## src/hdl/ccl_pkg.sv

```systemverilog
package ccl_pkg;

  localparam int DEF_MAX_HEIGHT = 512;
  localparam int DEF_MAX_WIDTH  = 1024;
  localparam int DEF_MAX_LABELS = 4096;

  localparam int CLASS_W   = 8;
  localparam int LABEL_W   = 12;
  localparam int HCFG_W    = 10;
  localparam int WCFG_W    = 11;
  localparam int APB_AW    = 3;
  localparam int APB_DW    = 32;

  localparam logic [HCFG_W-1:0] HEIGHT_RST = HCFG_W'(512);
  localparam logic [WCFG_W-1:0] WIDTH_RST  = WCFG_W'(1024);

  // register index, taken from paddr[2]
  localparam logic REG_HEIGHT = 1'b0;
  localparam logic REG_WIDTH  = 1'b1;

  typedef enum logic [1:0] {
    PH_ORIGIN,
    PH_ROW0,
    PH_COL0,
    PH_INNER
  } phase_e;

  typedef struct packed {
    phase_e phase;
    logic   row1;
    logic   fend;
  } scan_ctl_t;

  typedef struct packed {
    logic [LABEL_W-1:0] pixel_label;
    logic               new_label;
    logic               merge_valid;
    logic [LABEL_W-1:0] merge_from;
    logic [LABEL_W-1:0] merge_to;
    logic [LABEL_W-1:0] label_count;
    logic               label_overflow;
    logic               frame_end;
  } res_t;

endpackage

```

## src/hdl/ccl_obuf.sv

```systemverilog
module ccl_obuf
  import ccl_pkg::*;
(
  input  logic clk_i,
  input  logic rst_ni,
  input  logic push_i,
  input  res_t res_i,
  input  logic out_stall_i,
  output logic out_valid_o,
  output res_t res_o,
  output logic in_stall_o
);

  logic [1:0] cnt_q;
  logic [2:0] level;
  logic       pop;
  res_t       ent0_q, ent1_q;

  assign out_valid_o = (cnt_q != 2'd0);
  assign pop         = out_valid_o && !out_stall_i;
  assign level       = 3'(cnt_q) + 3'(push_i) - 3'(pop);
  // an item taken now lands here in the next cycle, so keep one slot free
  assign in_stall_o  = level > 3'd1;
  assign res_o       = ent0_q;

  always_ff @(posedge clk_i or negedge rst_ni) begin
    if (!rst_ni) begin
      cnt_q <= 2'd0;
    end else begin
      cnt_q <= level[1:0];
    end
  end

  always_ff @(posedge clk_i) begin
    if (pop) begin
      if (push_i && cnt_q == 2'd1) begin
        ent0_q <= res_i;
      end else begin
        ent0_q <= ent1_q;
      end
      if (push_i && cnt_q == 2'd2) begin
        ent1_q <= res_i;
      end
    end else if (push_i) begin
      if (cnt_q == 2'd0) begin
        ent0_q <= res_i;
      end else begin
        ent1_q <= res_i;
      end
    end
  end

endmodule

```

## config.mk

```make
export PLATFORM = sky130hd
export DESIGN_NAME = ccl_obuf
export DESIGN_NICKNAME = d
export VERILOG_FILES = /design/src/hdl/ccl_pkg.sv /design/src/hdl/ccl_obuf.sv
export SDC_FILE = /design/constraint.sdc
export NUM_CORES = 1
export LEC_CHECK = 0
export BUFFER_PORTS_ARGS = -buffer_cell sky130_fd_sc_hd__buf_2
export CAP_MARGIN = 20
export CORE_ASPECT_RATIO = 0.6
export CORE_UTILIZATION = 48
export DETAILED_ROUTE_END_ITERATION = 10
export GPL_TIMING_DRIVEN = 0
export PLACE_DENSITY_LB_ADDON = 0.25
export SETUP_SLACK_MARGIN = 0.1
export SLEW_MARGIN = 40
export SYNTH_ARGS = -nofsm -noshare
export SYNTH_HDL_FRONTEND = slang
export SYNTH_SLANG_ARGS = --single-unit
```

## constraint.sdc

```tcl
create_clock -name clk_i -period 6.6 [get_ports clk_i]
set_input_delay 1.32 -clock clk_i [delete_from_list [all_inputs] [get_ports clk_i]]
set_output_delay 1.32 -clock clk_i [all_outputs]
set_load 0.02 [all_outputs]
```

==> metrics.cfg, run 1 <==
[die]
fp-row-count=25
io_pins=110
die_area_mm2=0.009069
start_util_pct=51.23
die_h_um=74.17
coreArea_mm2=0.008133
die_w_um=122.3

[sta]
post-route-period-util_pct=61.84
hold_violations=0
setup_viol=0
min_period_ns=4.081
fin_skew_ns=0.003601
drv_slew=0
rsz0062_at_grt=false
relSlewSlack_pct=61.73
fmax_mhz=245.0
fin_tns_setup_ns=0
max_slew.worst_pin.slew_ns=0.5728

[setup_path]
r2r-start=cnt_q[0]
endpoint_kind=primary output
reg2reg_depth=4
startpoint_type=input pin
worstPathArrival_ns=2.76
reg2reg_slack_ns=4.64
critPathMaxFanout=4
path_class=input pin to primary output
critical_path_required_ns=5.28
reg2reg_to=res_o[13]

[clocking]
cts_tree=done
clock_path_buffers=2
cts_hold_buf=0
cts_root_buf=clkbuf_16
cts_made_buffers=9
clk_latency_ns=0.33
post_cts_buffers=0
cts_resized=0
h-tree-depth=3
cts.sinks=106
path_clk_slew_ns=0.06

[cells_and_area]
final_cells=418
nNetsFinal=363
fill_cells=615
multi_input_area_um2=900.9
utilization_pct=64.65
syn_to_final_growth_pct=26.19
antenna_cells=0
regArea_mm2=0.003173
layout-drive-gt1-share_pct=61.29

[global_route]
antenna_found_initial=0
grt_max_degree=19
grt_usage_pct=15.85
grt_pass1_wl_um=10360
grt.overflow.total=0
grt_pass1_vias=2056

[yosys]
synth_warnings=0
synth_simple_gate_area_share_pct=1.051
ys_seq_elements=106
synth-xor-area-share_pct=0.2102
yosysSeqAreaShare_pct=76.16
synth_area_mm2=0.004166
synth-compound-area-share_pct=0.4805
ys_types=18
synth_top_family_by_area=multiplexers
synth_fa_ha_area_share_pct=0.7808
synth.area.mux_share_pct=18.56
synthesis.nets=237
avgSynthCellArea_um2=23.28
syn_inst=179

[route]
drtIter0Drc=94
vias=1998
dr.pass1.iters=4
via_per_inst=4.780
detail-route-antenna-nets=0
drt-total-wl_um=6757
wl_per_cell_um=16.17
remaining_drc_errors=0

[power_and_ir_drop]
ir_drop_mv=0.2246
p_leak_uw=0.002205
power-per-cell-area_mw_per_mm2=426.7

[hold_path]
holdPathEnd=res_o[38]
hp-start=ent1_q[38]
hold_class=flip-flop to flip-flop
min_path_cells=1

[place]
gp_congestion=0.7742
io_buffers=109
post-dp-hpwl_um=4987
dp_cells=402

[run_status]
status=finished clean

[run]
cap_viol_max_count=0

-- cells by family (layout without fill, tap and decap cells) --
| family | Yosys count | after routing |
|---|---|---|
| AO/OA/AOI/OAI | 3 | 3 |
| XOR/XNOR | 1 | 1 |
| adder cells (fa/ha/maj) | 2 | 2 |
| buffers and inverters | 7 | 138 |
| flip-flops | 106 | 106 |
| multiplexers | 52 | 52 |
| AND/OR/NAND/NOR | 8 | 8 |
-- area by class of cell --
type / instances / share of cell area, %
Buffer: 6 / 2.118
Clock buffer: 10 / 4.355
Clock inverter: 6 / 1.071
Inverter: 1 / 0.07139
Multi-Input combinational cell: 66 / 17.13
Sequential cell: 106 / 60.35
Tap cell: 108 / 2.570
Timing Repair Buffer: 115 / 12.33
-- how the worst max path moves through the flow --
stage                startpoint         end  slack (ns)  depth (start not counted)
finish              out_stall_i  in_stall_o        2.52                          7
global route        out_stall_i  in_stall_o        2.44                          7
CTS                 out_stall_i  in_stall_o        2.52                          7
detailed placement  out_stall_i  in_stall_o        2.52                          7
global placement    out_stall_i  ent1_q[47]       -1.24                          3
floorplan           out_stall_i   ent1_q[0]        0.87                          2
-- critical path: stages --
cell,delay (ns)
buf_2,0.13
or2_2,0.32
nand2_1,0.07
ha_1,0.16
fa_1,0.44
nand2b_1,0.16
buf_2,0.15
-- through the flow --
step	hold slack [ns]	worst slack (ns)	total power [µW]	cell area, µm²
4_1_cts	0.5484	2.519	2272	5258
2_1_floorplan	0.5246	0.8692	1525	4167
5_1_grt	0.5621	2.441	2345	5258
6_report	0.5464	2.519	2243	5258
3_3_place_gp	0.5293	-1.241	1720	4847
3_5_place_dp	0.5328	2.519	1761	4972
-- state kept, by name, indices dropped and copies added, names as in the netlist --
| name | flops |
|---|---|
| res_o | 52 |
| ent1_q | 52 |
| cnt_q | 2 |
-- layer usage --
layer / wire length [µm] / vias to the layer above / part of all wire [%] / GRT usage, %
met4: 97 / 0 / 1.4 / 5.962
met3: 544 / 12 / 8.1 / 6.979
met2: 2988 / 68 / 44 / 23.16
met5: 0 / - / 0 / 0
li1: - / 954 / - / -
met1: 3127 / 964 / 46 / 21.13
-- synthesized netlist by cell type --
cell	instances	area, µm²
edfxtp_1	104	3123
mux2_4	50	750.7
buf_12	5	100.1
dfrtp_1	2	50.05
mux2_2	2	22.52
nand2_1	2	7.510
nand2b_1	2	12.51
or2_2	2	12.51
a21boi_0	1	7.510
a21o_1	1	7.510
a21oi_1	1	5.000
buf_6	1	11.26
fa_1	1	20.02
ha_1	1	12.51
inv_1	1	3.750
nor2_1	1	3.750
or2b_1	1	7.510
xor2_1	1	8.760
-- placed cells by master (no fill, tap or decap), drive strengths merged --
| cell | synthesis | final |
|---|---|---|
| a21boi | 1 | 1 |
| a21o | 1 | 1 |
| a21oi | 1 | 1 |
| buf | 6 | 121 |
| bufinv | 0 | 1 |
| clkbuf | 0 | 10 |
| clkinv | 0 | 4 |
| dfrtp | 2 | 2 |
| edfxtp | 104 | 104 |
| fa | 1 | 1 |
| ha | 1 | 1 |
| inv | 1 | 2 |
| mux2 | 52 | 52 |
| nand2 | 2 | 2 |
| nand2b | 2 | 2 |
| nor2 | 1 | 1 |
| or2 | 2 | 2 |
| or2b | 1 | 1 |
| xor2 | 1 | 1 |
-- report_power, final --
group	internal (µW)	switching, µW
registers	979	46.0
logic	312	397
clock network	292	217
No activity file was read; power rests on OpenSTA's default activity.
==> run 2: changes to the inputs <==
- CORE_UTILIZATION: 48 -> 47
- clock period: 6.6 -> 3.5 ns (I/O delays scaled with it)
==> run 2 against run 1 <==
Count of clock-buffer cells in the layout is 1 higher. Core utilization is 3.2 points lower. Hold slack worse by 0.40 ns. Power rose by 86%. Largest cell class unchanged. Critical path depth did not move. Wire length up 0.24%. Global-route usage down 0.19 points. Sequential power increased by 87%.
==> metrics.cfg, run 2 (synthesis gave the netlist of run 1 again) <==
[global_route]
grt_pass1_wl_um=10360
grt_pass1_vias=2055
grt_max_degree=17
grt.overflow.total=0
antenna_found_initial=0
grt_usage_pct=15.65

[cells_and_area]
layout-drive-gt1-share_pct=61.22
antenna_cells=0
layout_common_cells=109 x buf_2, 104 x edfxtp_1, 50 x mux2_4
nNetsFinal=365
final_cells=424
layout_commonest_cell=buf_2
syn_to_final_growth_pct=26.13
utilization_pct=61.42
fin_area_mm2=0.005255

[die]
io_pins=110
coreArea_mm2=0.008556
fp-row-count=26
start_util_pct=48.70
die_area_mm2=0.009258
die_h_um=74.93
die_w_um=123.6

[setup_path]
critPathSlowestCell=fa_1
critical_path_required_ns=2.80
reg2reg_depth=5
reg2reg_slack_ns=1.70
max_stage_delay_ns=0.44
path_class=flip-flop to primary output
startpoint_type=flip-flop
worstPathArrival_ns=2.31
endpoint_kind=primary output
critPathMaxFanout=4
path_cells=or2b_1 -> or2_2 -> nand2_1 -> ha_1 -> fa_1 -> nand2b_1 -> buf_2
reg2reg_to=cnt_q[1]
r2r-start=cnt_q[1]

[clocking]
post_cts_buffers=0
h-tree-depth=3
clk_latency_ns=0.34
cts_made_buffers=9
cts_tree=done
cts_resized=0
cts_hold_buf=0
path_clk_slew_ns=0.06
cts_root_buf=clkbuf_16
cts.sinks=106
clock_path_buffers=2

[sta]
drv_slew=0
fin_skew_ns=0.005225
post-route-period-util_pct=85.90
setup_viol=0
fmax_mhz=332.6
max_slew.worst_pin.slew_ns=0.3785
min_period_ns=3.007
hold_violations=0
rsz0062_at_grt=false
relSlewSlack_pct=74.71

[run]
cap_viol_max_count=0

[power_and_ir_drop]
p_comb_share_pct=32.1
p_leak_uw=0.002192
power_switching_uw=1244
finalPower_uw=4163
power-per-cell-area_mw_per_mm2=792.1
seq_power_share_pct=46.4
ir_drop_mv=0.3608
clkPwrFrac_pct=21.4
p_int_uw=2919
swShare_pct=29.88

[place]
post-dp-hpwl_um=5074
placed_cell_area_mm2=0.004991
gp_congestion=0.6773
dp_cells=408
io_buffers=109

[route]
via_per_inst=4.745
drtIter0Drc=114
wl_per_cell_um=15.97
remaining_drc_errors=0
detail-route-antenna-nets=0
drt-total-wl_um=6773
dr.pass1.iters=3
vias=2012

[run_status]
status=finished clean

[hold_path]
hold_class=input pin to async pin

run 2: metrics by stage:
| stage | setup TNS [ns] | setup slack, ns | hold WS [ns] |
|---|---|---|---|
| detailed placement | 0 | 0.6832 | 0.4922 |
| global placement | -0.8668 | -0.01890 | 0.4849 |
| floorplan | 0 | 0.8458 | 0.4044 |
| finish | 0 | 0.4935 | 0.1446 |
| global route | 0 | 0.3539 | 0.1292 |
| CTS | 0 | 0.4877 | 0.1286 |
run 2: how the worst max path moves through the flow:
stage | from | end | slack, ns | cells past startpoint
after CTS | cnt_q[1] | in_stall_o | 0.49 | 7
after floorplan | cnt_q[0] | res_o[0] | 0.85 | 2
after global placement | out_stall_i | res_o[38] | -0.02 | 2
final | cnt_q[1] | in_stall_o | 0.49 | 7
after global routing | cnt_q[1] | in_stall_o | 0.35 | 7
after detailed placement | out_stall_i | in_stall_o | 0.68 | 7
run 2: power groups by stage:
stage                     sequential, µW  clock, µW  combinational (µW)
after global routing                1970        963                1440
after detailed placement            1960          0                1360
final                               1930        892                1340
after CTS                           1940        920                1360
after global placement              1980          0                1220
after floorplan                     2240          0                 611
run 2: final cells by class:
cell class	count	area, µm²
well taps	112	140.1
inverters	1	3.754
fillers	626	3301
multi-input cells	66	900.9
clock buffers	11	232.7
repair buffers	117	661.9
clock inverters	5	31.28
plain buffers	6	111.4
flip-flops and latches	106	3173
run 2: critical path, delay by kind of cell, from the launching register on:
family | cells | cell delay (ns)
buffers and inverters | 1 | 0.15
flip-flops | 1 | 0.40
adder cells (fa/ha/maj) | 2 | 0.60
AND/OR/NAND/NOR | 4 | 0.83
run 2: per-layer routing:
metal	track usage (%)	vias up	share of wire, %
met2	25.14	65	47
met3	7.652	12	8.5
met5	0	-	0
met4	5.622	0	1.2
li1	-	955	-
met1	18.59	980	43
