File: config.mk
export PLATFORM = sky130hd
export DESIGN_NAME = ccl_scan
export DESIGN_NICKNAME = d
export VERILOG_FILES = /design/src/hdl/ccl_pkg.sv /design/src/hdl/ccl_scan.sv
export SDC_FILE = /design/constraint.sdc
export NUM_CORES = 1
export LEC_CHECK = 0
export ABC_AREA = 1
export BUFFER_PORTS_ARGS = -buffer_cell sky130_fd_sc_hd__buf_4
export CAP_MARGIN = 20
export CORE_MARGIN = 1.5
export CORE_UTILIZATION = 32
export CTS_CLUSTER_DIAMETER = 150
export DETAILED_ROUTE_END_ITERATION = 6
export SLEW_MARGIN = 20
export SYNTH_ARGS = -nofsm -noshare
export SYNTH_HDL_FRONTEND = slang
export SYNTH_SLANG_ARGS = --single-unit
File: constraint.sdc
create_clock -name clk_i -period 3 [get_ports clk_i]
set_clock_uncertainty 0.15 [all_clocks]
set_input_delay 0.15 -clock clk_i [delete_from_list [all_inputs] [get_ports clk_i]]
set_output_delay 0.15 -clock clk_i [all_outputs]
set_load 0.05 [all_outputs]
File: src/hdl/ccl_pkg.sv
package ccl_pkg;

  localparam int DEF_MAX_HEIGHT = 512;
  localparam int DEF_MAX_WIDTH  = 1024;
  localparam int DEF_MAX_LABELS = 4096;

  localparam int CLASS_W   = 8;
  localparam int LABEL_W   = 12;
  localparam int HCFG_W    = 10;
  localparam int WCFG_W    = 11;
  localparam int APB_AW    = 3;
  localparam int APB_DW    = 32;

  localparam logic [HCFG_W-1:0] HEIGHT_RST = HCFG_W'(512);
  localparam logic [WCFG_W-1:0] WIDTH_RST  = WCFG_W'(1024);

  // register index, taken from paddr[2]
  localparam logic REG_HEIGHT = 1'b0;
  localparam logic REG_WIDTH  = 1'b1;

  typedef enum logic [1:0] {
    PH_ORIGIN,
    PH_ROW0,
    PH_COL0,
    PH_INNER
  } phase_e;

  typedef struct packed {
    phase_e phase;
    logic   row1;
    logic   fend;
  } scan_ctl_t;

  typedef struct packed {
    logic [LABEL_W-1:0] pixel_label;
    logic               new_label;
    logic               merge_valid;
    logic [LABEL_W-1:0] merge_from;
    logic [LABEL_W-1:0] merge_to;
    logic [LABEL_W-1:0] label_count;
    logic               label_overflow;
    logic               frame_end;
  } res_t;

endpackage

File: src/hdl/ccl_scan.sv
module ccl_scan
  import ccl_pkg::*;
#(
  parameter int MAX_HEIGHT = DEF_MAX_HEIGHT,
  parameter int MAX_WIDTH  = DEF_MAX_WIDTH
) (
  input  logic                          clk_i,
  input  logic                          rst_ni,
  input  logic                          psel,
  input  logic                          penable,
  input  logic                          pwrite,
  input  logic [APB_AW-1:0]             paddr,
  input  logic [APB_DW-1:0]             pwdata,
  output logic [APB_DW-1:0]             prdata,
  output logic                          pready,
  input  logic                          accept_i,
  output scan_ctl_t                     ctl_o,
  output logic [$clog2(MAX_WIDTH)-1:0]  x_o,
  output logic [$clog2(MAX_HEIGHT)-1:0] y_o
);

  localparam int XW = $clog2(MAX_WIDTH);
  localparam int YW = $clog2(MAX_HEIGHT);
  localparam int WW = $clog2(MAX_WIDTH + 1);
  localparam int HW = $clog2(MAX_HEIGHT + 1);

  logic [HCFG_W-1:0] height_q;
  logic [WCFG_W-1:0] width_q;
  logic              wr_en;
  logic              reg_idx;

  phase_e          phase_q, phase_d;
  logic [XW-1:0]   x_q, x_d;
  logic [YW-1:0]   y_q, y_d;
  logic [WW-1:0]   w_eff, x_inc;
  logic [HW-1:0]   h_eff, y_inc;
  logic            w_gt1, h_gt1, x_more, y_more, fend;

  assign pready  = 1'b1;
  assign wr_en   = psel && penable && pwrite;
  assign reg_idx = paddr[2];

  always_ff @(posedge clk_i or negedge rst_ni) begin
    if (!rst_ni) begin
      height_q <= HEIGHT_RST;
      width_q  <= WIDTH_RST;
    end else if (wr_en) begin
      unique case (reg_idx)
        REG_HEIGHT: height_q <= pwdata[HCFG_W-1:0];
        REG_WIDTH:  width_q  <= pwdata[WCFG_W-1:0];
        default: ;
      endcase
    end
  end

  always_comb begin
    unique case (reg_idx)
      REG_HEIGHT: prdata = APB_DW'(height_q);
      REG_WIDTH:  prdata = APB_DW'(width_q);
      default:    prdata = '0;
    endcase
  end

  // zero counts as one, anything above the maximum saturates
  always_comb begin
    if (height_q == '0) begin
      h_eff = HW'(1);
    end else if (32'(height_q) > MAX_HEIGHT) begin
      h_eff = HW'(MAX_HEIGHT);
    end else begin
      h_eff = HW'(height_q);
    end
    if (width_q == '0) begin
      w_eff = WW'(1);
    end else if (32'(width_q) > MAX_WIDTH) begin
      w_eff = WW'(MAX_WIDTH);
    end else begin
      w_eff = WW'(width_q);
    end
  end

  assign x_inc  = WW'(x_q) + WW'(1);
  assign y_inc  = HW'(y_q) + HW'(1);
  assign w_gt1  = w_eff > WW'(1);
  assign h_gt1  = h_eff > HW'(1);
  assign x_more = x_inc < w_eff;
  assign y_more = y_inc < h_eff;

  always_comb begin
    phase_d = phase_q;
    x_d     = x_q;
    y_d     = y_q;
    fend    = 1'b0;
    unique case (phase_q)
      PH_ORIGIN: begin
        if (w_gt1) begin
          phase_d = PH_ROW0;
          x_d     = XW'(1);
          y_d     = '0;
        end else if (h_gt1) begin
          phase_d = PH_COL0;
          x_d     = '0;
          y_d     = YW'(1);
        end else begin
          fend = 1'b1;
        end
      end
      PH_ROW0: begin
        if (x_more) begin
          x_d = XW'(x_inc);
        end else if (h_gt1) begin
          phase_d = PH_COL0;
          x_d     = '0;
          y_d     = YW'(1);
        end else begin
          fend = 1'b1;
        end
      end
      PH_COL0: begin
        if (y_more) begin
          y_d = YW'(y_inc);
        end else if (w_gt1) begin
          phase_d = PH_INNER;
          x_d     = XW'(1);
          y_d     = YW'(1);
        end else begin
          fend = 1'b1;
        end
      end
      PH_INNER: begin
        if (y_more) begin
          y_d = YW'(y_inc);
        end else if (x_more) begin
          x_d = XW'(x_inc);
          y_d = YW'(1);
        end else begin
          fend = 1'b1;
        end
      end
      default: ;
    endcase
    if (fend) begin
      phase_d = PH_ORIGIN;
      x_d     = '0;
      y_d     = '0;
    end
  end

  always_ff @(posedge clk_i or negedge rst_ni) begin
    if (!rst_ni) begin
      phase_q <= PH_ORIGIN;
      x_q     <= '0;
      y_q     <= '0;
    end else if (accept_i) begin
      phase_q <= phase_d;
      x_q     <= x_d;
      y_q     <= y_d;
    end
  end

  assign ctl_o.phase = phase_q;
  assign ctl_o.row1  = (y_q == YW'(1));
  assign ctl_o.fend  = fend;
  assign x_o         = x_q;
  assign y_o         = y_q;

endmodule

==> results_dict.tcl, run 1 <==
set metrics [dict create \
    worst_setup_path_startpoint "x_o[0]" \
    floorplan.rows 40 \
    route.antenna.remaining_nets 0 \
    num_antenna_cells 0 \
    p_leak_nw 2.878 \
    worst_setup_hold_path_clk_slew_ns 0.06 \
    grt_remaining_overflow 0 \
    drt_iter0_markers 280 \
    min_period_ns 3.324 \
    hold_class "in2reg" \
    endpoint_kind "register" \
    layout.cells.most_common "sky130_fd_sc_hd__nand2_1" \
    cpPeakStageDelay_ns 0.46 \
    period_share_pct 110.8 \
    reg2reg_from "x_o[0]" \
    netlist_area_mm2 0.003994 \
    cts_buffer_depth 2 \
    run_status "finished with violations" \
    critPathRequiredTime_ns 3.03 \
    placedInstanceArea_mm2 0.005154 \
    chipWidth_um 114.7 \
    ir_drop_v 0.0002806 \
    tritoncts_num_sinks 42 \
    tightestPinTransition_ns 0.9414 \
    hold_startpoint "pwdata[9]" \
    multi_input_area_mm2 0.002826 \
    routed_wl_um 12840 \
    crit_path_top_delay_cell "sky130_fd_sc_hd__dfrtp_4" \
    via_count_of_the_first_global_routing_pass 4229 \
    post_synth_inst_count 600 \
    first_pass_iters 5 \
    design.portCount 97 \
    syn_avg_cell_area_um2 6.656 \
    synth-seq-cells 42 \
    core_area_mm2 0.01211 \
    fin_area_mm2 0.005807 \
    layout.cells.most_common_list "153 x sky130_fd_sc_hd__nand2_1, 134 x sky130_fd_sc_hd__buf_4, 61 x sky130_fd_sc_hd__inv_1, 50 x sky130_fd_sc_hd__nor2_1, 48 x sky130_fd_sc_hd__o21ai_0" \
    fp.dieArea_mm2 0.01316 \
    detail_route.vias_per_cell 4.953 \
    initial_utilization_pct 32.98 \
    critPathKind "reg2reg" \
    chipHeight_um 114.7 \
    setup_violations 22 \
    tritoncts "yes" \
    maxCapViolCount 0 \
    rsz0062_at_grt "true" \
    cp_cell_sequence "ha_4, nand3_4, nor4_4, nand2_2, xor2_2, ha_4, a21oi_2, o21ai_1, a21oi_2, buf_6, nand2_4, nand2_4, nand2_4, buf_6, nand3_4, nand3_4, clkbuf_16, nand3_2, nand2_1" \
    final-hold-violation-count 0 \
    setup.worst_path.start_class "register" \
    synth.yosys.warnings 0 \
    clock_insertion_delay_worst_skew_ns 0.29 \
    p_per_area_mw_per_mm2 969.6 \
    synth-seq-area-share_pct 26.38 \
    cts_root_buf "sky130_fd_sc_hd__clkbuf_16" \
    routed_wirelength_normalized_by_instance_count_um 14.22 \
    dp_hpwl_um 9391 \
    vias 4473 \
    n_fill_cell 1221 \
    post-route-drc-count 0 \
    ff_latch_area_mm2 0.001075 \
    cts_made_buffers 5 \
    relSlewSlack_pct 37.18 \
    violations_in_the_final_reports "setup timing" \
    largest_net_degree_at_the_start_of_global_routing 43 \
    critical_path_peak_fanout 6 \
    layout-drive-gt1-share_pct 33.74 \
    syn_to_final_growth_pct 45.39 \
    yosysUniqueCellTypes 40 \
    post-layout-total-power_w 0.005630 \
    finalWorstSetupSlack_ns -0.3242 \
    grt_antenna_before_repair 0 \
    peak_freq_mhz 300.8 \
    numPortBuffers 51 \
    globalRouteTotalUtil_pct 19.71 \
    htree_levels 2 \
    gp_routability_congestion 0.9238 \
    design.final.nets 801 \
    final_max_slew_violation_count 0 \
    first_pass_grt_wire_length_um 20530 \
    critPathArrivalTime_ns 3.36 \
]
stage by stage:
stage | setup slack, ns | hold slack [ns] | cells | setup TNS, ns | utilization, %
finish | -0.3242 | 0.01442 | 903 | -6.623 | 47.94
global route | -0.4377 | 0.02923 | 903 | -9.173 | 47.94
CTS | -0.2591 | 0.008994 | 897 | -4.208 | 46.11
detailed placement | -0.2029 | 0.04694 | 871 | -3.867 | 42.55
global placement | -0.1439 | 0.03940 | 871 | -2.098 | 42.55
floorplan | -0.1320 | -0.2956 | 620 | -2.380 | -
kinds of logic after synthesis:
| group | count (synthesis) | share of synthesized area [%] |
|---|---|---|
| buffers and inverters | 115 | 13.94 |
| AND/OR/NAND/NOR | 297 | 33.02 |
| flip-flops | 42 | 26.38 |
| other | 2 | 0.1880 |
| XOR/XNOR | 10 | 2.193 |
| AO/OA/AOI/OAI | 108 | 16.13 |
| adder cells (fa/ha/maj) | 26 | 8.145 |
layout make-up:
type	instances	area share, %
clock buffers	7	2.456
clock inverters	1	0.08619
inverters	70	4.633
multi-input cells	464	48.67
flip-flops and latches	42	18.51
well taps	168	3.620
repair buffers	151	22.02
registers in the layout, summed over array words and instances, names as in the netlist:
register,count
x_o,10
y_o,9
width_q,11
phase_q,2
height_q,10
worst max-delay path: cells and delay by family, from the launching register on:
family	cells	cell delay [ns]
AO/OA/AOI/OAI	3	0.35
XOR/XNOR	1	0.22
adder cells (fa/ha/maj)	2	0.40
buffers and inverters	3	0.46
flip-flops	1	0.46
AND/OR/NAND/NOR	10	1.16
synthesized netlist by cell type:
master,number,area (um^2)
sky130_fd_sc_hd__dfrtp_1,40,1001
sky130_fd_sc_hd__nor2_4,1,11.26
sky130_fd_sc_hd__nand3_1,44,220.2
sky130_fd_sc_hd__nor3_1,5,25.02
sky130_fd_sc_hd__nand4_1,14,87.58
sky130_fd_sc_hd__ha_1,26,325.3
sky130_fd_sc_hd__nand3_4,5,87.58
sky130_fd_sc_hd__a21boi_4,1,18.77
sky130_fd_sc_hd__nor2_2,1,6.260
sky130_fd_sc_hd__dfstp_2,2,52.55
sky130_fd_sc_hd__a31oi_1,7,43.79
sky130_fd_sc_hd__o21bai_1,2,15.01
sky130_fd_sc_hd__o211ai_1,3,22.52
sky130_fd_sc_hd__nand2_1,165,619.3
sky130_fd_sc_hd__nand2_2,5,31.28
sky130_fd_sc_hd__inv_2,3,11.26
sky130_fd_sc_hd__and3_1,1,6.260
sky130_fd_sc_hd__clkbuf_1,12,45.04
sky130_fd_sc_hd__nand3_2,1,10.01
sky130_fd_sc_hd__o21ai_2,3,26.28
sky130_fd_sc_hd__nor2_1,52,195.2
sky130_fd_sc_hd__nor4_1,3,18.77
sky130_fd_sc_hd__o21bai_4,1,18.77
sky130_fd_sc_hd__o21a_1,1,7.510
sky130_fd_sc_hd__buf_6,4,45.04
sky130_fd_sc_hd__o31ai_1,9,67.56
sky130_fd_sc_hd__o21ai_1,8,40.04
sky130_fd_sc_hd__xnor2_1,1,8.760
sky130_fd_sc_hd__a22oi_1,1,7.510
sky130_fd_sc_hd__o21ai_0,51,255.2
sky130_fd_sc_hd__a21boi_1,1,7.510
sky130_fd_sc_hd__inv_1,67,251.5
sky130_fd_sc_hd__buf_4,24,180.2
sky130_fd_sc_hd__a21oi_1,17,85.08
sky130_fd_sc_hd__o21ai_4,1,16.27
sky130_fd_sc_hd__o22ai_1,2,12.51
sky130_fd_sc_hd__xor2_1,9,78.83
sky130_fd_sc_hd__conb_1,2,7.510
sky130_fd_sc_hd__buf_2,4,20.02
sky130_fd_sc_hd__buf_1,1,3.750
report_power, final:
group	leakage, nW	internal, W	switching, W
Sequential	0.518	0.000746	0.000166
Clock	0.0739	0.000330	0.000227
Combinational	2.29	0.00163	0.00253
final timing paths:
check	endpoint	slack (ns)	cells past startpoint
max	y_o[3]	-0.32	19
min in group asynchronous	height_q[7]	0.25	2
max in group asynchronous	x_o[0]	2.01	2
max reg2reg	y_o[3]	-0.32	19
min reg2reg	height_q[9]	0.37	2
min	height_q[9]	0.01	3
what timing repair did:
| action | CTS | global route |
|---|---|---|
| gates cloned | 2 | 2 |
| setup endpoints to repair | 22 | 22 |
| endpoints found under the hold margin | 42 | 0 |
| resized for setup | 25 | 31 |
| hold buffers | 3 | 0 |
| setup buffers | 13 | 4 |
| pin swaps | 19 | 29 |
layer usage:
| layer | share of wire (%) | vias up | GRT usage, % |
|---|---|---|---|
| li1 | - | 2195 | - |
| met1 | 44 | 2114 | 26.34 |
| met5 | 0 | - | 0 |
| met4 | 1.3 | 0 | 5.432 |
| met3 | 5.6 | 13 | 2.647 |
| met2 | 49 | 151 | 33.53 |
Power figures use the tool's default switching activity.
==> inputs of run 2 (changes only) <==
==> constraint.sdc (replaced) <==
create_clock -name clk_i -period 4.3 [get_ports clk_i]
set_clock_uncertainty 0.15 [all_clocks]
set_input_delay 0.215 -clock clk_i [delete_from_list [all_inputs] [get_ports clk_i]]
set_output_delay 0.215 -clock clk_i [all_outputs]
set_load 0.05 [all_outputs]
==> run 2 against run 1 <==
Compared with the run above: the flow now finishes without violations; sequential share of layout area is 4.5 points higher; total power is 45% lower; largest cell class unchanged; via count is 11% lower; flip-flop and latch count stayed put.
==> results_dict.tcl, run 2 (synthesis gave the netlist of run 1 again) <==
set metrics [dict create \
    clock_insertion_delay_worst_skew_ns 0.29 \
    first_pass_iters 5 \
    internal_power_w 0.001381 \
    syn_to_final_growth_pct 14.66 \
    critPathRequiredTime_ns 3.93 \
    route.antenna.remaining_nets 0 \
    endpoint_kind "output port" \
    numPortBuffers 51 \
    globalRouteTotalUtil_pct 17.19 \
    tritoncts_num_sinks 42 \
    floorplan.rows 40 \
    p_leak_nw 2.305 \
    design.final.nets 708 \
    largest_net_degree_at_the_start_of_global_routing 43 \
    critical_path_peak_fanout 9 \
    grt_antenna_before_repair 0 \
    layout-drive-gt1-share_pct 13.86 \
    worst_setup_hold_path_clk_slew_ns 0.06 \
    maxCapViolCount 0 \
    tritoncts "yes" \
    placed_cell_count 798 \
    p_per_area_mw_per_mm2 680.4 \
    layoutNonFillerInstCount 810 \
    tns_ns 0 \
    clockPowerShare_pct 11.8 \
    peak_freq_mhz 252.5 \
    critPathKind "reg2out" \
    final_max_slew_violation_count 0 \
    power.net_switching_w 0.001735 \
    min_period_ns 3.961 \
    max_reg_flops 11 \
    rsz0062_at_grt "false" \
    switching_share_pct 55.68 \
    vias 3999 \
    initial_utilization_pct 32.98 \
    final-hold-violation-count 0 \
    chipWidth_um 114.7 \
    dp_hpwl_um 8119 \
    post-route-drc-count 0 \
    relSlewSlack_pct 52.04 \
    design.portCount 97 \
    first_pass_grt_wire_length_um 18280 \
    setup.worst_path.start_class "register" \
    tightestPinTransition_ns 0.7194 \
    gp_routability_congestion 0.8920 \
    cts_made_buffers 5 \
    setup_violations 0 \
    routed_wirelength_normalized_by_instance_count_um 13.52 \
    power_frac_seq_pct 21.6 \
    num_antenna_cells 0 \
    cts_root_buf "sky130_fd_sc_hd__clkbuf_16" \
    hold_class "in2reg" \
    layout.cells.most_common_list "165 x sky130_fd_sc_hd__nand2_1, 67 x sky130_fd_sc_hd__inv_1, 58 x sky130_fd_sc_hd__buf_4, 52 x sky130_fd_sc_hd__nor2_1, 51 x sky130_fd_sc_hd__o21ai_0" \
    regMostFlops "width_q" \
    htree_levels 2 \
    fp.dieArea_mm2 0.01316 \
    routed_wl_um 10950 \
    ir_drop_v 0.0002725 \
    grt_remaining_overflow 0 \
    layout.cells.most_common "sky130_fd_sc_hd__nand2_1" \
    cts_buffer_depth 2 \
    run_status "finished clean" \
    via_count_of_the_first_global_routing_pass 3740 \
    period_share_pct 92.12 \
    drt_iter0_markers 239 \
    detail_route.vias_per_cell 4.937 \
    critPathArrivalTime_ns 3.60 \
    core_area_mm2 0.01211 \
    chipHeight_um 114.7 \
    combPwrFrac_pct 66.6 \
]
[run 2: changes by cell type in the layout (fill, tap and decap cells not counted), moves of 6 or more]
cell	previous run	this run
sky130_fd_sc_hd__dfrtp_1	29	40
sky130_fd_sc_hd__nand3_2	17	1
sky130_fd_sc_hd__dfrtp_2	8	0
sky130_fd_sc_hd__nand2_2	11	5
sky130_fd_sc_hd__nand2_1	153	165
sky130_fd_sc_hd__nand3_1	25	44
sky130_fd_sc_hd__inv_1	61	67
sky130_fd_sc_hd__buf_4	134	58
sky130_fd_sc_hd__buf_6	6	0
[run 2: layout make-up]
cell class	instances	area, um^2
timing repair buffer	59	445.4
fill	1324	7532
sequential	42	1054
inverter	70	262.8
clock buffer	8	136.4
multi-input combinational	463	2471
tap	168	210.2
[run 2: power by group through the flow]
stage               Combinational, W  Clock (W)  Sequential, W
floorplan                    0.00137          0       0.000870
global placement             0.00198          0       0.000675
detailed placement           0.00202          0       0.000678
CTS                          0.00203   0.000378       0.000671
global route                 0.00231   0.000391       0.000692
finish                       0.00207   0.000369       0.000673
[run 2: layer usage]
metal  GRT usage (%)  routed length, um
met5               0                  0
met4           5.679                154
met1           24.19               5240
met3           2.594                694
met2           27.07               4863
[run 2: through the flow]
step	setup slack [ns]	hold slack, ns	area, um^2	total power [W]	utilization, %
5_1_grt	0.03483	0.05332	4579	0.003391	37.81
6_report	0.3390	0.03009	4579	0.003116	37.81
3_3_place_gp	0.4941	0.1095	4398	0.002659	36.31
3_5_place_dp	0.4308	0.1170	4398	0.002701	36.31
2_1_floorplan	0.6166	-0.2306	4069	0.002236	-
4_1_cts	0.09968	0.03074	4544	0.003081	37.52
[run 2: path summary, 6_finish.rpt]
kind,startpoint,end,slack [ns],cells past startpoint
worst min-delay path,pwdata[10],width_q[10],0.03,3
min in group asynchronous,rst_ni,y_o[7],0.32,2
worst max-delay path,x_o[2],ctl_o[0],0.34,16
worst min register to register,height_q[0],height_q[0],0.37,2
worst max register to register,x_o[2],x_o[7],0.49,19
max in group asynchronous,rst_ni,width_q[1],3.27,2
[run 2: critical path, stage by stage, from the launching register on]
cell,delay (ns)
sky130_fd_sc_hd__dfrtp_1,0.48
sky130_fd_sc_hd__nand3_1,0.15
sky130_fd_sc_hd__nor3_1,0.26
sky130_fd_sc_hd__nand3_1,0.18
sky130_fd_sc_hd__nor2_1,0.15
sky130_fd_sc_hd__xor2_1,0.16
sky130_fd_sc_hd__inv_1,0.08
sky130_fd_sc_hd__ha_1,0.27
sky130_fd_sc_hd__nand2_1,0.08
sky130_fd_sc_hd__nor4_2,0.35
sky130_fd_sc_hd__nand2_2,0.11
sky130_fd_sc_hd__nand2_2,0.18
sky130_fd_sc_hd__nand2_1,0.14
sky130_fd_sc_hd__nand2_2,0.13
sky130_fd_sc_hd__nand2_1,0.09
sky130_fd_sc_hd__nor2_4,0.23
sky130_fd_sc_hd__buf_4,0.25
[run 2: repair_timing]
| action | 4_1_cts | 5_1_grt |
|---|---|---|
| setup buffers | 0 | 3 |
| gates resized for setup | 0 | 2 |
| hold endpoints to repair | 40 | 0 |
| hold buffers | 1 | 0 |
| endpoints found under the setup margin | 0 | 4 |
==> inputs of run 3 (changes only) <==
--- a/config.mk
+++ b/config.mk
@@ -11,6 +11,7 @@
 export CORE_MARGIN = 1.5
 export CORE_UTILIZATION = 32
 export CTS_CLUSTER_DIAMETER = 150
+export CTS_CLUSTER_SIZE = 16
 export DETAILED_ROUTE_END_ITERATION = 6
 export SLEW_MARGIN = 20
 export SYNTH_ARGS = -nofsm -noshare
==> constraint.sdc (replaced) <==
create_clock -name clk_i -period 3.9 [get_ports clk_i]
set_clock_uncertainty 0.15 [all_clocks]
set_input_delay 0.975 -clock clk_i [delete_from_list [all_inputs] [get_ports clk_i]]
set_output_delay 0.975 -clock clk_i [all_outputs]
set_load 0.05 [all_outputs]
==> run 3 against run 2 <==
Compared with the run above: the run now ends with setup timing left; worst setup slack got worse by 0.49 ns; total power increased by 18%; routed wire length increased by 5.5%; clock power increased by 11%; hold slack improved by 0.35 ns; sequential share of layout area decreased by 1.4 points.
==> results_dict.tcl, run 3 (synthesis gave the netlist of run 1 again) <==
set metrics [dict create \
    tritoncts_num_sinks 42 \
    fin_area_mm2 0.004931 \
    setup_violations 1 \
    tritoncts "yes" \
    violations_in_the_final_reports "setup timing" \
    max_reg_flops 11 \
    cts_root_buf "sky130_fd_sc_hd__clkbuf_16" \
    endpoint_kind "output port" \
    multi_input_area_mm2 0.002635 \
    setup.worst_path.start_class "register" \
    core_area_mm2 0.01211 \
    run_status "finished with violations" \
    grt_antenna_before_repair 0 \
    numPortBuffers 51 \
    vias 4149 \
    clock_insertion_delay_worst_skew_ns 0.29 \
    post-route-drc-count 0 \
    design.final.nets 731 \
    critPathArrivalTime_ns 2.92 \
    tns_ns -0.1495 \
    cts_made_buffers 5 \
    layout-drive-gt1-share_pct 22.14 \
    routed_wirelength_normalized_by_instance_count_um 13.89 \
    rsz0062_at_grt "true" \
    dp_hpwl_um 8583 \
    htree_levels 2 \
    min_period_ns 4.049 \
    worst_path_dominant_cell_family "simple AND/OR/NAND/NOR gates" \
    grt_remaining_overflow 0 \
    via_count_of_the_first_global_routing_pass 3958 \
    first_pass_iters 5 \
    maxCapViolCount 0 \
    placed_cell_count 813 \
    chipHeight_um 114.7 \
    n_fill_cell 1274 \
    p_leak_nw 2.454 \
    drt_iter0_markers 261 \
    design.portCount 97 \
    syn_to_final_growth_pct 23.46 \
    regMostFlops "width_q" \
    peak_freq_mhz 246.9 \
    worst_setup_hold_path_clk_slew_ns 0.06 \
    largest_net_degree_at_the_start_of_global_routing 43 \
    route.antenna.remaining_nets 0 \
    final_max_slew_violation_count 0 \
    period_share_pct 103.8 \
    layout.cells.most_common "sky130_fd_sc_hd__nand2_1" \
    tightestPinTransition_ns 0.9735 \
    layoutNonFillerInstCount 832 \
    cts_hold_fix_bufs 0 \
    critPathRequiredTime_ns 2.77 \
    globalRouteTotalUtil_pct 18.16 \
    gp_routability_congestion 0.9169 \
    path_common_cell "sky130_fd_sc_hd__nand2_2" \
    final-hold-violation-count 0 \
    num_antenna_cells 0 \
    initial_utilization_pct 32.98 \
    critPathKind "reg2out" \
    routed_wl_um 11560 \
    timing.critical_path.buf_inv 1 \
    relSlewSlack_pct 35.03 \
    ff_latch_area_mm2 0.001067 \
    fp.dieArea_mm2 0.01316 \
    layout.cells.most_common_list "160 x sky130_fd_sc_hd__nand2_1, 81 x sky130_fd_sc_hd__buf_4, 64 x sky130_fd_sc_hd__inv_1, 50 x sky130_fd_sc_hd__nor2_1, 50 x sky130_fd_sc_hd__o21ai_0" \
    cpPeakStageDelay_ns 0.44 \
    ir_drop_v 0.0002270 \
    hold_class "reg2reg" \
    chipWidth_um 114.7 \
    crit_path_top_delay_cell "sky130_fd_sc_hd__dfrtp_4" \
    first_pass_grt_wire_length_um 19180 \
    critical_path_peak_fanout 3 \
    floorplan.rows 40 \
    placedInstanceArea_mm2 0.004582 \
    detail_route.vias_per_cell 4.987 \
    cp_cell_sequence "ha_4, nand3_4, nor4_4, nand2_2, xor2_2, ha_1, nand2_2, nor4_4, nand2_2, nand2_4, nand2_2, nand2_2, nand2_2, nor2_4, buf_8" \
    p_per_area_mw_per_mm2 748.5 \
    cts_buffer_depth 2 \
    finalWorstSetupSlack_ns -0.1495 \
]
[run 3: cell type report]
type | instances | share of cell area [%]
inverter | 70 | 5.329
clock buffer | 7 | 2.690
timing repair buffer | 82 | 12.64
tap | 168 | 4.263
multi-input combinational | 463 | 53.44
sequential | 42 | 21.64
[run 3: worst paths after layout]
| path | start | to | slack, ns | depth (start not counted) |
|---|---|---|---|---|
| setup reg to reg | x_o[0] | y_o[0] | 0.34 | 18 |
| setup / recovery | x_o[0] | ctl_o[0] | -0.15 | 15 |
| hold / removal | height_q[9] | height_q[9] | 0.38 | 2 |
| max in group asynchronous | rst_ni | x_o[0] | 2.64 | 1 |
| min in group asynchronous | rst_ni | y_o[7] | 0.53 | 1 |
| hold reg to reg | height_q[9] | height_q[9] | 0.38 | 2 |
[run 3: what timing repair did]
| action | CTS | global route |
|---|---|---|
| setup endpoints to repair | 1 | 8 |
| setup buffers | 12 | 0 |
| pin swaps | 19 | 0 |
| gates resized for setup | 25 | 2 |
[run 3: power by group]
group	total, W	internal (W)	switching (W)
Sequential	0.000733	0.000569	0.000164
Combinational	0.00255	0.000850	0.00170
Clock	0.000410	0.000235	0.000175
[run 3: stage by stage]
step           total power [W]  hold slack [ns]  util, %  worst slack, ns
6_report              0.003691           0.3830    40.71          -0.1495
3_5_place_dp          0.003140           0.3761    37.83          0.09028
2_1_floorplan         0.002535           0.3253        -         -0.06984
4_1_cts               0.003679           0.3909    40.62          -0.1115
3_3_place_gp          0.003084           0.3537    37.83           0.1095
5_1_grt               0.003998           0.4116    40.71          -0.3328
[run 3: layer usage]
metal,global-route usage (%),part of all wire (%),vias to the layer above
li1,-,-,2047
met1,24.50,45,1919
met2,29.50,46,168
met3,3.388,7.3,15
met4,5.844,1.3,0
met5,0,0,-
[run 3: tightest hold or removal path, stage by stage, from the launching register on]
cell and delay [ns]:
sky130_fd_sc_hd__dfstp_2 0.39, sky130_fd_sc_hd__nand2_1 0.06, sky130_fd_sc_hd__o21ai_0 0.08
